--- config.mk ---
export PLATFORM = sky130hd
export DESIGN_NAME = fixed_point_radix_to_text
export DESIGN_NICKNAME = d
export VERILOG_FILES = /design/src/hdl/fprt_pkg.sv /design/src/hdl/fprt_ram.sv /design/src/hdl/fprt_front.sv /design/src/hdl/fprt_queue.sv /design/src/hdl/fprt_back.sv /design/src/hdl/fixed_point_radix_to_text.sv
export SDC_FILE = /design/constraint.sdc
export NUM_CORES = 1
export LEC_CHECK = 0
export BUFFER_PORTS_ARGS = -buffer_cell sky130_fd_sc_hd__buf_4
export CAP_MARGIN = 20
export CORE_MARGIN = 2
export CORE_UTILIZATION = 45
export DETAILED_ROUTE_END_ITERATION = 16
export PLACE_DENSITY = 0.64
export SYNTH_ARGS = -nofsm -noshare
export SYNTH_HDL_FRONTEND = slang
export SYNTH_HIERARCHICAL = 1
export SYNTH_SLANG_ARGS = --single-unit
--- constraint.sdc ---
create_clock -name clk -period 23.8 [get_ports clk]
set_clock_uncertainty 0.15 [all_clocks]
set_input_delay 2.38 -clock clk [delete_from_list [all_inputs] [get_ports clk]]
set_output_delay 2.38 -clock clk [all_outputs]
set_load 0.01 [all_outputs]
--- src/hdl/fprt_pkg.sv ---
// ----------------------------------------------------------------------------
// fprt_pkg
// Shared types, register codes and the digit character function for the
// fixed-point radix-to-text converter.
// ----------------------------------------------------------------------------
package fprt_pkg;

	typedef struct packed {
		logic [31:0] whole_value;
		logic [15:0] frac_value;
	} num_t;

	typedef struct packed {
		logic [7:0] text_char;
		logic       is_last;
	} txt_t;

	typedef struct packed {
		logic [5:0] base;
		logic [7:0] point_char;
	} cfg_t;

	typedef struct packed {
		logic we;
		logic re;
	} ram_ctl_t;

	typedef enum logic [2:0] {
		ST_IDLE,
		ST_DIV,
		ST_INT_RD,
		ST_INT_OUT,
		ST_POINT,
		ST_FRAC
	} back_st_t;

	localparam logic REG_RADIX = 1'b0;
	localparam logic REG_POINT = 1'b1;

	localparam logic [5:0] RADIX_MIN   = 6'd2;
	localparam logic [5:0] RADIX_MAX   = 6'd36;
	localparam logic [5:0] RADIX_RESET = 6'd10;
	localparam logic [7:0] POINT_RESET = 8'd46;

	// 0-9 then a-z
	function automatic logic [7:0] digit_char(input logic [5:0] d);
		logic [7:0] c;
		if (d < 6'd10) begin
			c = 8'd48 + {2'b00, d};
		end else begin
			c = 8'd87 + {2'b00, d};
		end
		return c;
	endfunction

endpackage

--- src/hdl/fprt_ram.sv ---
// ----------------------------------------------------------------------------
// fprt_ram
// Generic single-write, single-read RAM with registered read data.
// ----------------------------------------------------------------------------
module fprt_ram #(
	parameter int WIDTH = 6,
	parameter int DEPTH = 32
) (
	input  logic                     clk,
	input  logic                     we,
	input  logic [$clog2(DEPTH)-1:0] waddr,
	input  logic [WIDTH-1:0]         wdata,
	input  logic                     re,
	input  logic [$clog2(DEPTH)-1:0] raddr,
	output logic [WIDTH-1:0]         rdata
);

	logic [WIDTH-1:0] mem [DEPTH];

	always_ff @(posedge clk) begin
		if (we) begin
			mem[waddr] <= wdata;
		end
		if (re) begin
			rdata <= mem[raddr];
		end
	end

endmodule

--- src/hdl/fprt_front.sv ---
// ----------------------------------------------------------------------------
// fprt_front
// Input stage: takes a number, masks it to the configured format, flags a
// nonzero fraction and hands the descriptor to the queue.
// ----------------------------------------------------------------------------
module fprt_front #(
	parameter int IW = 32,
	parameter int FW = 16
) (
	input  logic               clk,
	input  logic               arst_n,
	input  logic               num_valid,
	output logic               num_ready,
	input  fprt_pkg::num_t     num_item,
	output logic               desc_valid,
	input  logic               desc_ready,
	output logic [IW+FW:0]     desc_data
);

	logic [IW+31:0] whole_ext;
	logic [FW+15:0] frac_ext;
	logic           v_s1;
	logic [IW-1:0]  whole_s1;
	logic [FW-1:0]  frac_s1;
	logic           fnz_s1;

	assign whole_ext = {{IW{1'b0}}, num_item.whole_value};
	assign frac_ext  = {{FW{1'b0}}, num_item.frac_value};

	assign num_ready  = !v_s1 || desc_ready;
	assign desc_valid = v_s1;
	assign desc_data  = {fnz_s1, frac_s1, whole_s1};

	always_ff @(posedge clk or negedge arst_n) begin
		if (!arst_n) begin
			v_s1 <= 1'b0;
		end else if (num_ready) begin
			v_s1 <= num_valid;
		end
	end

	always_ff @(posedge clk) begin
		if (num_valid && num_ready) begin
			whole_s1 <= whole_ext[IW-1:0];
			frac_s1  <= frac_ext[FW-1:0];
			fnz_s1   <= |frac_ext[FW-1:0];
		end
	end

endmodule

--- src/hdl/fprt_queue.sv ---
// ----------------------------------------------------------------------------
// fprt_queue
// Two-entry queue between the input stage and the conversion engine.
// ----------------------------------------------------------------------------
module fprt_queue #(
	parameter int WIDTH = 49
) (
	input  logic             clk,
	input  logic             arst_n,
	input  logic             push_valid,
	output logic             push_ready,
	input  logic [WIDTH-1:0] push_data,
	output logic             pop_valid,
	input  logic             pop_ready,
	output logic [WIDTH-1:0] pop_data
);

	logic [WIDTH-1:0] ent_q [2];
	logic             wp_q;
	logic             rp_q;
	logic [1:0]       cnt_q;
	logic             push;
	logic             pop;

	assign push_ready = cnt_q != 2'd2;
	assign pop_valid  = cnt_q != 2'd0;
	assign pop_data   = ent_q[rp_q];
	assign push       = push_valid && push_ready;
	assign pop        = pop_valid && pop_ready;

	always_ff @(posedge clk or negedge arst_n) begin
		if (!arst_n) begin
			wp_q  <= 1'b0;
			rp_q  <= 1'b0;
			cnt_q <= 2'd0;
		end else begin
			if (push) begin
				wp_q <= !wp_q;
			end
			if (pop) begin
				rp_q <= !rp_q;
			end
			if (push && !pop) begin
				cnt_q <= cnt_q + 2'd1;
			end else if (pop && !push) begin
				cnt_q <= cnt_q - 2'd1;
			end
		end
	end

	always_ff @(posedge clk) begin
		if (push) begin
			ent_q[wp_q] <= push_data;
		end
	end

endmodule

--- src/hdl/fprt_back.sv ---
// ----------------------------------------------------------------------------
// fprt_back
// Conversion engine: integer digits by repeated division (eight quotient
// bits per cycle) into a digit stack, read back most significant first,
// then, for a nonzero fraction, point and digits by repeated multiply.
// ----------------------------------------------------------------------------
module fprt_back #(
	parameter int IW   = 32,
	parameter int FW   = 16,
	parameter int MAXF = 16
) (
	input  logic                  clk,
	input  logic                  arst_n,
	input  logic                  q_valid,
	output logic                  q_ready,
	input  logic [IW+FW:0]        q_data,
	input  fprt_pkg::cfg_t        cfg,
	output fprt_pkg::ram_ctl_t    ram_ctl,
	output logic [$clog2(IW)-1:0] ram_waddr,
	output logic [$clog2(IW)-1:0] ram_raddr,
	output logic [5:0]            ram_wdata,
	input  logic [5:0]            ram_rdata,
	output logic                  txt_valid,
	input  logic                  txt_ready,
	output fprt_pkg::txt_t        txt_item
);

	localparam int PW    = ((IW + 7) / 8) * 8;
	localparam int NSTEP = PW / 8;
	localparam int CW    = (NSTEP > 1) ? $clog2(NSTEP) : 1;
	localparam int AW    = $clog2(IW);
	localparam int NW    = $clog2(IW + 1);
	localparam int KW    = $clog2(MAXF + 1);

	fprt_pkg::back_st_t st_q;
	fprt_pkg::back_st_t st_d;

	logic [PW-1:0]  quo_q;
	logic [5:0]     rem_q;
	logic [CW-1:0]  cyc_q;
	logic [NW-1:0]  ndig_q;
	logic [FW-1:0]  frac_q;
	logic           fnz_q;
	logic [KW-1:0]  kcnt_q;
	fprt_pkg::txt_t out_q;
	logic           ov_q;

	logic [PW-1:0]  div_quo;
	logic [5:0]     div_rem;
	logic           last_cyc;
	logic           quo_zero;
	logic [FW+5:0]  prod;
	logic [5:0]     fdig;
	logic [FW-1:0]  nfrac;
	logic           frac_last;
	logic           load_ok;
	logic           load;
	fprt_pkg::txt_t load_item;
	logic [NW-1:0]  ndig_dec;

	// eight restoring steps
	always_comb begin
		logic [6:0]    r7;
		logic [5:0]    r;
		logic [PW-1:0] q;
		r  = rem_q;
		q  = quo_q;
		r7 = '0;
		for (int j = 0; j < 8; j++) begin
			r7 = {r, q[PW-1]};
			q  = {q[PW-2:0], 1'b0};
			if (r7 >= {1'b0, cfg.base}) begin
				r7   = r7 - {1'b0, cfg.base};
				q[0] = 1'b1;
			end
			r = r7[5:0];
		end
		div_quo = q;
		div_rem = r;
	end

	assign last_cyc = cyc_q == CW'(NSTEP - 1);
	assign quo_zero = div_quo == '0;
	assign ndig_dec = ndig_q - NW'(1);

	always_comb begin
		prod  = (FW + 6)'(frac_q) * (FW + 6)'(cfg.base);
		fdig  = prod[FW+5:FW];
		if (fdig >= cfg.base) begin
			fdig = cfg.base - 6'd1;
		end
		nfrac = prod[FW-1:0];
	end

	assign frac_last = (nfrac == '0) || (kcnt_q == KW'(MAXF - 1));
	assign load_ok   = !ov_q || txt_ready;

	assign ram_waddr = ndig_q[AW-1:0];
	assign ram_raddr = ndig_dec[AW-1:0];
	assign ram_wdata = div_rem;
	assign txt_valid = ov_q;
	assign txt_item  = out_q;

	always_comb begin
		st_d = st_q;
		case (st_q)
			fprt_pkg::ST_IDLE: begin
				if (q_valid) begin
					st_d = fprt_pkg::ST_DIV;
				end
			end
			fprt_pkg::ST_DIV: begin
				if (last_cyc && quo_zero) begin
					st_d = fprt_pkg::ST_INT_RD;
				end
			end
			fprt_pkg::ST_INT_RD: begin
				st_d = fprt_pkg::ST_INT_OUT;
			end
			fprt_pkg::ST_INT_OUT: begin
				if (load_ok) begin
					if (ndig_q != NW'(1)) begin
						st_d = fprt_pkg::ST_INT_RD;
					end else if (fnz_q) begin
						st_d = fprt_pkg::ST_POINT;
					end else begin
						st_d = fprt_pkg::ST_IDLE;
					end
				end
			end
			fprt_pkg::ST_POINT: begin
				if (load_ok) begin
					st_d = fprt_pkg::ST_FRAC;
				end
			end
			fprt_pkg::ST_FRAC: begin
				if (load_ok && frac_last) begin
					st_d = fprt_pkg::ST_IDLE;
				end
			end
			default: begin
				st_d = fprt_pkg::ST_IDLE;
			end
		endcase
	end

	always_comb begin
		q_ready   = 1'b0;
		ram_ctl   = '0;
		load      = 1'b0;
		load_item = '0;
		case (st_q)
			fprt_pkg::ST_IDLE: begin
				q_ready = 1'b1;
			end
			fprt_pkg::ST_DIV: begin
				ram_ctl.we = last_cyc;
			end
			fprt_pkg::ST_INT_RD: begin
				ram_ctl.re = 1'b1;
			end
			fprt_pkg::ST_INT_OUT: begin
				load              = load_ok;
				load_item.text_char = fprt_pkg::digit_char(ram_rdata);
				load_item.is_last = (ndig_q == NW'(1)) && !fnz_q;
			end
			fprt_pkg::ST_POINT: begin
				load                = load_ok;
				load_item.text_char = cfg.point_char;
				load_item.is_last   = 1'b0;
			end
			fprt_pkg::ST_FRAC: begin
				load                = load_ok;
				load_item.text_char = fprt_pkg::digit_char(fdig);
				load_item.is_last   = frac_last;
			end
			default: begin
				q_ready = 1'b0;
			end
		endcase
	end

	always_ff @(posedge clk or negedge arst_n) begin
		if (!arst_n) begin
			st_q <= fprt_pkg::ST_IDLE;
			ov_q <= 1'b0;
		end else begin
			st_q <= st_d;
			if (load) begin
				ov_q <= 1'b1;
			end else if (txt_ready) begin
				ov_q <= 1'b0;
			end
		end
	end

	always_ff @(posedge clk) begin
		if (load) begin
			out_q <= load_item;
		end
		case (st_q)
			fprt_pkg::ST_IDLE: begin
				quo_q  <= PW'(q_data[IW-1:0]);
				frac_q <= q_data[IW+FW-1:IW];
				fnz_q  <= q_data[IW+FW];
				rem_q  <= '0;
				cyc_q  <= '0;
				ndig_q <= '0;
				kcnt_q <= '0;
			end
			fprt_pkg::ST_DIV: begin
				quo_q <= div_quo;
				if (last_cyc) begin
					rem_q  <= '0;
					cyc_q  <= '0;
					ndig_q <= ndig_q + NW'(1);
				end else begin
					rem_q <= div_rem;
					cyc_q <= cyc_q + CW'(1);
				end
			end
			fprt_pkg::ST_INT_OUT: begin
				if (load_ok) begin
					ndig_q <= ndig_dec;
				end
			end
			fprt_pkg::ST_FRAC: begin
				if (load_ok) begin
					frac_q <= nfrac;
					kcnt_q <= kcnt_q + KW'(1);
				end
			end
			default: begin
				cyc_q <= cyc_q;
			end
		endcase
	end

endmodule

--- src/hdl/fixed_point_radix_to_text.sv ---
// ----------------------------------------------------------------------------
// fixed_point_radix_to_text
// Converts an unsigned INT_BITS.FRAC_BITS fixed-point number to its text in
// a configured base (2..36), one ASCII character per output item.
//
// Channels: num_* takes one number per item (valid/ready); txt_* returns
// its characters in order, is_last set on the final one. The APB port holds
// radix (address 0, clamped to 2..36) and point_char (address 4); write them
// only while the block is idle.
// Conversion: each number passes the input stage and the queue; then each
// integer digit takes one full division (eight quotient bits a cycle) into
// the digit stack, each integer character is read back from the stack (a
// read state, then an output state), and the point and the fraction digits
// follow, one multiply per fraction digit. Numbers are converted one at a
// time. A new number is taken while the engine works on the previous one,
// up to three waiting in the input stage and queue. The result register
// holds a character while txt_ready is low and the engine waits. Reset
// empties all stages and sets radix 10 and point '.'.
// ----------------------------------------------------------------------------
module fixed_point_radix_to_text #(
	parameter int INT_BITS        = 32,
	parameter int FRAC_BITS       = 16,
	parameter int MAX_FRAC_DIGITS = 16
) (
	input  logic           clk,
	input  logic           arst_n,
	input  logic           num_valid,
	output logic           num_ready,
	input  fprt_pkg::num_t num_item,
	output logic           txt_valid,
	input  logic           txt_ready,
	output fprt_pkg::txt_t txt_item,
	input  logic           psel,
	input  logic           penable,
	input  logic           pwrite,
	input  logic [2:0]     paddr,
	input  logic [31:0]    pwdata,
	output logic [31:0]    prdata,
	output logic           pready
);

	localparam int DW = INT_BITS + FRAC_BITS + 1;
	localparam int AW = $clog2(INT_BITS);

	logic [5:0]            radix_q;
	logic [7:0]            point_q;
	logic [5:0]            eff_base;
	fprt_pkg::cfg_t        cfg;
	logic                  cfg_wr;

	logic                  desc_valid;
	logic                  desc_ready;
	logic [DW-1:0]         desc_data;
	logic                  q_valid;
	logic                  q_ready;
	logic [DW-1:0]         q_data;

	fprt_pkg::ram_ctl_t    ram_ctl;
	logic [AW-1:0]         ram_waddr;
	logic [AW-1:0]         ram_raddr;
	logic [5:0]            ram_wdata;
	logic [5:0]            ram_rdata;

	assign pready = 1'b1;
	assign cfg_wr = psel && penable && pwrite && pready;
	assign prdata = (paddr[2] == fprt_pkg::REG_POINT) ? {24'd0, point_q} : {26'd0, radix_q};

	always_ff @(posedge clk or negedge arst_n) begin
		if (!arst_n) begin
			radix_q <= fprt_pkg::RADIX_RESET;
			point_q <= fprt_pkg::POINT_RESET;
		end else if (cfg_wr) begin
			if (paddr[2] == fprt_pkg::REG_RADIX) begin
				radix_q <= pwdata[5:0];
			end else begin
				point_q <= pwdata[7:0];
			end
		end
	end

	always_comb begin
		eff_base = radix_q;
		if (radix_q < fprt_pkg::RADIX_MIN) begin
			eff_base = fprt_pkg::RADIX_MIN;
		end else if (radix_q > fprt_pkg::RADIX_MAX) begin
			eff_base = fprt_pkg::RADIX_MAX;
		end
	end

	assign cfg.base       = eff_base;
	assign cfg.point_char = point_q;

	fprt_front #(
		.IW(INT_BITS),
		.FW(FRAC_BITS)
	) u_front (
		.clk        (clk),
		.arst_n     (arst_n),
		.num_valid  (num_valid),
		.num_ready  (num_ready),
		.num_item   (num_item),
		.desc_valid (desc_valid),
		.desc_ready (desc_ready),
		.desc_data  (desc_data)
	);

	fprt_queue #(
		.WIDTH(DW)
	) u_queue (
		.clk        (clk),
		.arst_n     (arst_n),
		.push_valid (desc_valid),
		.push_ready (desc_ready),
		.push_data  (desc_data),
		.pop_valid  (q_valid),
		.pop_ready  (q_ready),
		.pop_data   (q_data)
	);

	fprt_back #(
		.IW   (INT_BITS),
		.FW   (FRAC_BITS),
		.MAXF (MAX_FRAC_DIGITS)
	) u_back (
		.clk       (clk),
		.arst_n    (arst_n),
		.q_valid   (q_valid),
		.q_ready   (q_ready),
		.q_data    (q_data),
		.cfg       (cfg),
		.ram_ctl   (ram_ctl),
		.ram_waddr (ram_waddr),
		.ram_raddr (ram_raddr),
		.ram_wdata (ram_wdata),
		.ram_rdata (ram_rdata),
		.txt_valid (txt_valid),
		.txt_ready (txt_ready),
		.txt_item  (txt_item)
	);

	fprt_ram #(
		.WIDTH(6),
		.DEPTH(INT_BITS)
	) u_stack (
		.clk   (clk),
		.we    (ram_ctl.we),
		.waddr (ram_waddr),
		.wdata (ram_wdata),
		.re    (ram_ctl.re),
		.raddr (ram_raddr),
		.rdata (ram_rdata)
	);

	// stored digits are remainders, always below the base
	assert property (@(posedge clk) disable iff (!arst_n)
		ram_ctl.we |-> (ram_wdata < eff_base))
		else $error("digit stack written with digit not below base");

	// stack is filled and drained in separate phases
	assert property (@(posedge clk) disable iff (!arst_n)
		!(ram_ctl.we && ram_ctl.re))
		else $error("digit stack read and written in the same cycle");

	// every stack read is followed by its output cycle
	assert property (@(posedge clk) disable iff (!arst_n)
		ram_ctl.re |=> !ram_ctl.re && !ram_ctl.we)
		else $error("digit stack read not followed by output cycle");

	// a new number is never taken while the engine is writing or reading
	// the digit stack for an unfinished number
	assert property (@(posedge clk) disable iff (!arst_n)
		(q_valid && q_ready) |-> !ram_ctl.we && !ram_ctl.re)
		else $error("queue popped while engine busy");

endmodule

# ---- Yosys cells after proc, flatten, opt, wreduce, memory -nomap -nowiden
# Memories as Yosys holds them, arrays and structs flattened. A register that Yosys moved wholly into a read port is not among the register bits.
# Index checks and enable logic that the tools add are counted.
dict set report op_classes {
  reduce_logical 36
  n_addsub 19
  n_bitwise 1
  n_mux 55
  eq_ne 17
  magnitude_cmp 13
  n_mul 1
}
# cell n
set ops {}
lappend ops {{$mux W6} 14}
lappend ops {{$pmux W32 S2} 1}
lappend ops {{$ge A7 B6 Y1} 8}
lappend ops {{$sub A6 B6 Y6} 8}
lappend ops {{$logic_not A32 Y1} 1}
lappend ops {{$pmux W16 S2} 1}
lappend ops {{$pmux W9 S3} 1}
lappend ops {{$mux W8} 3}
lappend ops {{$mul A16 B6 Y22} 1}
lappend ops {{$mux W3} 7}
lappend ops {{$mux W1} 18}
lappend ops {{$pmux W3 S6} 1}
lappend ops {{$pmux W6 S3} 1}
lappend ops {{$add A7 B6 Y8 const A} 2}
lappend ops {{$logic_not A16 Y1} 1}
lappend ops {{$mux W16} 1}
lappend ops {{$reduce_or A16 Y1} 1}
lappend ops {{$add A6 B6 Y7 const A} 2}
lappend ops {{$lt A6 B4 Y1 const B} 2}
lappend ops {{$ne A2 B1 Y1 const B} 6}
lappend ops {{$pmux W6 S2} 1}
lappend ops {{$sub A6 B1 Y6 const B} 2}
lappend ops {{$logic_and A1 B1 Y1} 10}
lappend ops {{$pmux W5 S2} 1}
lappend ops {{other kinds (28)} 48}
dict set report word_totals {
  output_inout_bits 44
  memories 2
  inputBits 90
  reg_bits 149
  word_cells 164
  ram_bits 290
}
# name words word_bits read_ports rd_ports_with_merged_regs wr line_no
set mem_list {}
lappend mem_list {u_stack.mem 32 6 1 1 1 fprt_ram.sv:18} ;# logic [WIDTH-1:0] mem [DEPTH];
lappend mem_list {u_queue.ent_q 2 49 1 0 1 fprt_queue.sv:18} ;# logic [WIDTH-1:0] ent_q [2];

# ---- Longest topological paths before layout
dict set report logic_depth {
  depth_word 23
  depth_mapped 86
  depth_no_buf 83
}

# ---- By module
# The synthesis kept the hierarchy.
# mod cells_per_inst area_per_inst_um2 seq_area_each_um2 instances
set by_module_without_submodules {}
lappend by_module_without_submodules {fprt_back 1135 9854.5 2412.3 1}
lappend by_module_without_submodules {fprt_ram 323 7649.8 5945.7 1}
lappend by_module_without_submodules {fprt_queue 171 3983.8 3042.9 1}
lappend by_module_without_submodules {fprt_front 59 1554.0 1496.4 1}
lappend by_module_without_submodules {fixed_point_radix_to_text 78 903.4 357.8 1}

# ---- Least setup slack after synthesis
# No wires, ideal clock.
dict set report synth_path {
  kind {reg-to-reg}
  startpoint {register radix_q[2]}
  endpoint {memory u_stack.mem[0][5] (data pin)}
  required_time_ns 23.265
  stages_incl_launch_ff 83
  synth_period_minus_slack_ns 17.569
  path_slack_ns 6.231
  t_arrival_ns 17.034
  setup_ns 0.385
  n_path_buf 3
  cell_sequence {dfrtp_1 -> nor3_1 -> maj3_1 -> clkbuf_1 -> inv_1 -> ha_1 -> a31oi_1 -> o21ai_4 -> mux2i_1 -> inv_1 -> ha_1 -> a21oi_1 -> nand2_1 -> a21oi_1 -> o221ai_2 -> or2_2 -> clkbuf_1 -> o21ai_0 -> (+47 left out) -> nand2b_1 -> a21o_1 -> a21o_1 -> nand2_1 -> inv_1 -> nor2_1 -> o211ai_1 -> mux2i_4 -> mux2i_1 -> ha_1 -> a21o_1 -> a21o_1 -> a21o_1 -> a21o_1 -> a211o_1 -> inv_1 -> nand2_2 -> mux2i_1}
}
dict set report synth_via {
  elab_chain_cells 19
  word_cells_on_any_way 28
  cone_classes {add/sub (8); order compare (10); mux (10)}
}
# element line_no
set synth_lines {}
lappend synth_lines {{start, declared} fixed_point_radix_to_text.sv:45} ;# logic [5:0] radix_q;
lappend synth_lines {{start signal, assigned} fixed_point_radix_to_text.sv:70} ;# radix_q <= fprt_pkg::RADIX_RESET;
lappend synth_lines {{start signal, assigned} fixed_point_radix_to_text.sv:74} ;# radix_q <= pwdata[5:0];
lappend synth_lines {{$gt A6 B6 Y1} fixed_point_radix_to_text.sv:85} ;# end else if (radix_q > fprt_pkg::RADIX_MAX) begin
lappend synth_lines {{$mux W6} fixed_point_radix_to_text.sv:85}
lappend synth_lines {{$mux W6 *} fixed_point_radix_to_text.sv:83} ;# if (radix_q < fprt_pkg::RADIX_MIN) begin
lappend synth_lines {{via eff_base[1]} fixed_point_radix_to_text.sv:47} ;# logic [5:0] eff_base;
lappend synth_lines {{$sub A6 B6 Y6 / $ge A7 B6 Y1 (equally long branches)} {fprt_back.sv:73, fprt_back.sv:72}}
lappend synth_lines {{$mux W6} fprt_back.sv:72} ;# if (r7 >= {1'b0, cfg.base}) begin
lappend synth_lines {{$sub A6 B6 Y6 / $ge A7 B6 Y1 (equally long branches)} {fprt_back.sv:73, fprt_back.sv:72}}
lappend synth_lines {{$mux W6} fprt_back.sv:72}
lappend synth_lines {{(+5 left out)} -}
lappend synth_lines {{$mux W6} fprt_back.sv:72}
lappend synth_lines {{$ge A7 B6 Y1 / $sub A6 B6 Y6 (equally long branches)} {fprt_back.sv:72, fprt_back.sv:73}}
lappend synth_lines {{$mux W6} fprt_back.sv:72}
lappend synth_lines {{$sub A6 B6 Y6 / $ge A7 B6 Y1 (equally long branches)} {fprt_back.sv:73, fprt_back.sv:72}}
lappend synth_lines {{$mux W6} fprt_back.sv:72}
lappend synth_lines {{$sub A6 B6 Y6 / $ge A7 B6 Y1 (equally long branches)} {fprt_back.sv:73, fprt_back.sv:72}}
lappend synth_lines {{$mux W6 *} fprt_back.sv:72}
lappend synth_lines {{via ram_wdata[5]} fixed_point_radix_to_text.sv:61} ;# logic [5:0] ram_wdata;
lappend synth_lines {{end, declared} fprt_ram.sv:18}
# The timed path passes the listed nets; every way through them passes the cells marked *.

# ---- Final worst setup path
dict set report layout_path {
  startpoint {register radix_q[5]}
  endpoint {memory u_stack.mem[16][1] (data pin)}
}
dict set report layout_via {
  elab_chain_cells 19
  word_cells_on_any_way 28
  cone_classes {add/sub (8); order compare (10); mux (10)}
}
# element line_no
set layout_lines {}
lappend layout_lines {{$gt A6 B6 Y1} fixed_point_radix_to_text.sv:85}
lappend layout_lines {{$mux W6} fixed_point_radix_to_text.sv:85}
lappend layout_lines {{$mux W6 *} fixed_point_radix_to_text.sv:83}
lappend layout_lines {{via eff_base[1]} fixed_point_radix_to_text.sv:47}
lappend layout_lines {{$sub A6 B6 Y6 / $ge A7 B6 Y1 (equally long branches)} {fprt_back.sv:73, fprt_back.sv:72}}
lappend layout_lines {{$mux W6} fprt_back.sv:72}
lappend layout_lines {{$sub A6 B6 Y6 / $ge A7 B6 Y1 (equally long branches)} {fprt_back.sv:73, fprt_back.sv:72}}
lappend layout_lines {{$mux W6} fprt_back.sv:72}
lappend layout_lines {{(+5 left out)} -}
lappend layout_lines {{$mux W6} fprt_back.sv:72}
lappend layout_lines {{$ge A7 B6 Y1 / $sub A6 B6 Y6 (equally long branches)} {fprt_back.sv:72, fprt_back.sv:73}}
lappend layout_lines {{$mux W6} fprt_back.sv:72}
lappend layout_lines {{$ge A7 B6 Y1 / $sub A6 B6 Y6 (equally long branches)} {fprt_back.sv:72, fprt_back.sv:73}}
lappend layout_lines {{$mux W6} fprt_back.sv:72}
lappend layout_lines {{$sub A6 B6 Y6 / $ge A7 B6 Y1 (equally long branches)} {fprt_back.sv:73, fprt_back.sv:72}}
lappend layout_lines {{$mux W6 *} fprt_back.sv:72}
lappend layout_lines {{via ram_wdata[1]} fixed_point_radix_to_text.sv:61}
# Marked as above.

==> impl_metrics.toml <==
[min_path]
min_path_cells = 0
hp-class = "flop to flop"

[drt]
ant_nets = 0
drc = 0
post_drt_wl_per_cell_um = 19.15
via_count = 14020
dr.pass1.iters = 5
drtIter0Drc = 875
vias_per_cell = 5.425
routed_wl_um = 49470

[grt]
grt.overflow.total = 0
grt.total_usage = 0.1793
grt_pass1_vias = 14310
grt_max_degree = 50
antenna_found_initial = 1
grt_pass1_wl_um = 78480

[finish]
syn_to_final_growth_pct = 11.84
drive_above_1_share = 0.1973
n_antenna_cell = 0
layout.nets = 2114

[sta]
max_slew_margin = 0.3216
period_share = 0.8416
fmax_mhz = 49.92
setup_tns_ns = 0
hold_viol = 0
rsz0062_at_grt = "no"
slew_violations = 0
fin_crit_ns = 20.03
report.final.setup_viol = 0
worst_pin_slew_ns = 1.010

[critical_path]
r2r_setup_slack_ns = 3.77
endpoint_kind = "flop"
setup.worst_path.class = "flop to flop"
cp_max_fo = 25
slowest_delay_ns = 0.89
path_buf_inv = 10
cp-startpoint = "radix_q[5]"
crit_end = "u_stack/mem[16][1]"
ff2ff_path_depth = 79
slowest_stage = "dfrtp_1"
path_common_cell = "a21o_1"
critPathArrivalTime_ns = 20.19
crit_cells = 79
worstReg2RegStart = "radix_q[5]"
crit_family = "compound AO/OA/AOI/OAI gates"
start_kind = "flop"
r2r-end = "u_stack/mem[16][1]"
crit_required_ns = 23.96

[placement]
dpl.hpwl_um = 33880
routabilityCongestion = 0.8742
numPortBuffers = 82

[clock_tree]
clk_pin_slew_ns = 0.06
clk_latency_ns = 0.58
numCtsBuffers = 49
post_cts_resized = 0
cts.sinks = 445
cts_tree = "yes"
clockBufferDepth = 3
ctsHoldBuffers = 0
ctsHtreeMaxLevel = 2
root_buffer = "clkbuf_16"
postCtsSetupBuffers = 0

[synthesis]
synth.largest_area_cell = "edfxtp_1"
synthFlopType = "edfxtp_1"
synth_cell_types = 84
synth_edf_count = 422
yosysMostFrequentCell = "edfxtp_1"
yosysWarningCount = 6
synth.top_cells.by_count = "422 x edfxtp_1, 235 x nand2_1, 119 x inv_1"
ys_ff_latch = 445
synth_top_area_share = 0.5292
synth_area_um2 = 23950
async_flop_share = 0.05169
synth.avg_cell_area_um2 = 13.56
yosysSeqAreaShare = 0.5536
synthCells = 1766
yosys-top-cells-area = "edfxtp_1 53%, mux4_2 5.6%, fa_1 5.4%, ha_1 5.3%, nand2_1 3.7%"

[floorplanning]
core_um2 = 52550
initial_core_util = 0.4557
die_w_um = 234.7
pin_count = 134
die_area_um2 = 55070
die_y_um = 234.7
row_count = 84

[flow_run]
max_cap_viol_count = 0

[status]
outcome = "complete, no violations"
sequential cells by signal, summed over array words and instances, names as in the netlist, 2 cells and up:
register          count
radix_q               6
u_back/frac_q        16
u_back/cyc_q          2
u_back/quo_q         32
u_back/kcnt_q         5
u_queue/cnt_q         2
u_queue/ent_q        98
u_front/frac_s1      16
u_stack/rdata         6
u_back/rem_q          6
u_back/txt_item       9
point_q               8
u_back/st_q           3
u_stack/mem         192
u_front/whole_s1     32
u_back/ndig_q         6
routing by layer:
| metal | global-route usage | routed length [um] | vias to the layer above |
|---|---|---|---|
| met5 | 0 | 0 | - |
| met4 | 0.05504 | 1197 | 0 |
| li1 | - | - | 6596 |
| met2 | 0.2984 | 24190 | 297 |
| met3 | 0.03160 | 2370 | 85 |
| met1 | 0.2406 | 21720 | 7040 |
cell usage in the layout (no fill, tap or decap), types with 33 or more instances in the layout:
cell type and instances:
edfxtp_1 422, nand2_1 235, inv_1 118, buf_4 101, ha_1 101, nor2_1 82, o21ai_0 65, fa_1 65
mux4_2 60, a21oi_1 55, clkbuf_16 51, mux2_4 49, xnor2_1 35, mux2_2 34, a21o_1 33
per-stage QoR:
step,setup slack (ns),utilization,hold slack (ns),instances,area [um^2]
after floorplan,6.231,-,0.2715,1789,24030
after global placement,3.880,0.4788,0.2739,2492,25160
after detailed placement,3.493,0.4791,0.2790,2493,25180
after CTS,3.431,0.5090,0.2913,2582,26750
after global routing,2.138,0.5096,0.2992,2584,26780
final,3.769,0.5096,0.2923,2584,26780
layout make-up:
cell class / count / area [um^2]
tap: 688 / 860.8
sequential: 445 / 13260
fill: 4367 / 25770
clock inverter: 25 / 201.4
inverter: 119 / 446.7
multi-input combinational: 1139 / 9837
clock buffer: 64 / 1365
timing repair buffer: 104 / 813.3
logic make-up (layout without fill, tap and decap cells):
logic type / Yosys count / after routing / share of synthesized area
flip-flops: 445 / 445 / 0.5536
multiplexers: 157 / 157 / 0.1095
AND/OR/NAND/NOR: 479 / 479 / 0.09264
other: 2 / 25 / 0.0003136
XOR/XNOR: 68 / 68 / 0.02487
adder cells (fa/ha/maj): 167 / 167 / 0.1075
AO/OA/AOI/OAI: 243 / 243 / 0.06944
buffers and inverters: 205 / 312 / 0.04211
worst min path at each step:
stage                      endpoint            startpoint
3_5_place_dp   u_queue/ent_q[0][34]    u_front/frac_s1[2]
5_1_grt        u_queue/ent_q[1][27]  u_front/whole_s1[27]
4_1_cts        u_queue/ent_q[1][34]    u_front/frac_s1[2]
2_1_floorplan   u_queue/ent_q[0][0]   u_front/whole_s1[0]
3_3_place_gp   u_queue/ent_q[0][33]    u_front/frac_s1[1]
6_report        u_queue/ent_q[1][6]   u_front/whole_s1[6]
Power is left out: the tool's default activity adds up to more than one toggle a clock period on the data nets, which glitch-free logic cannot reach.
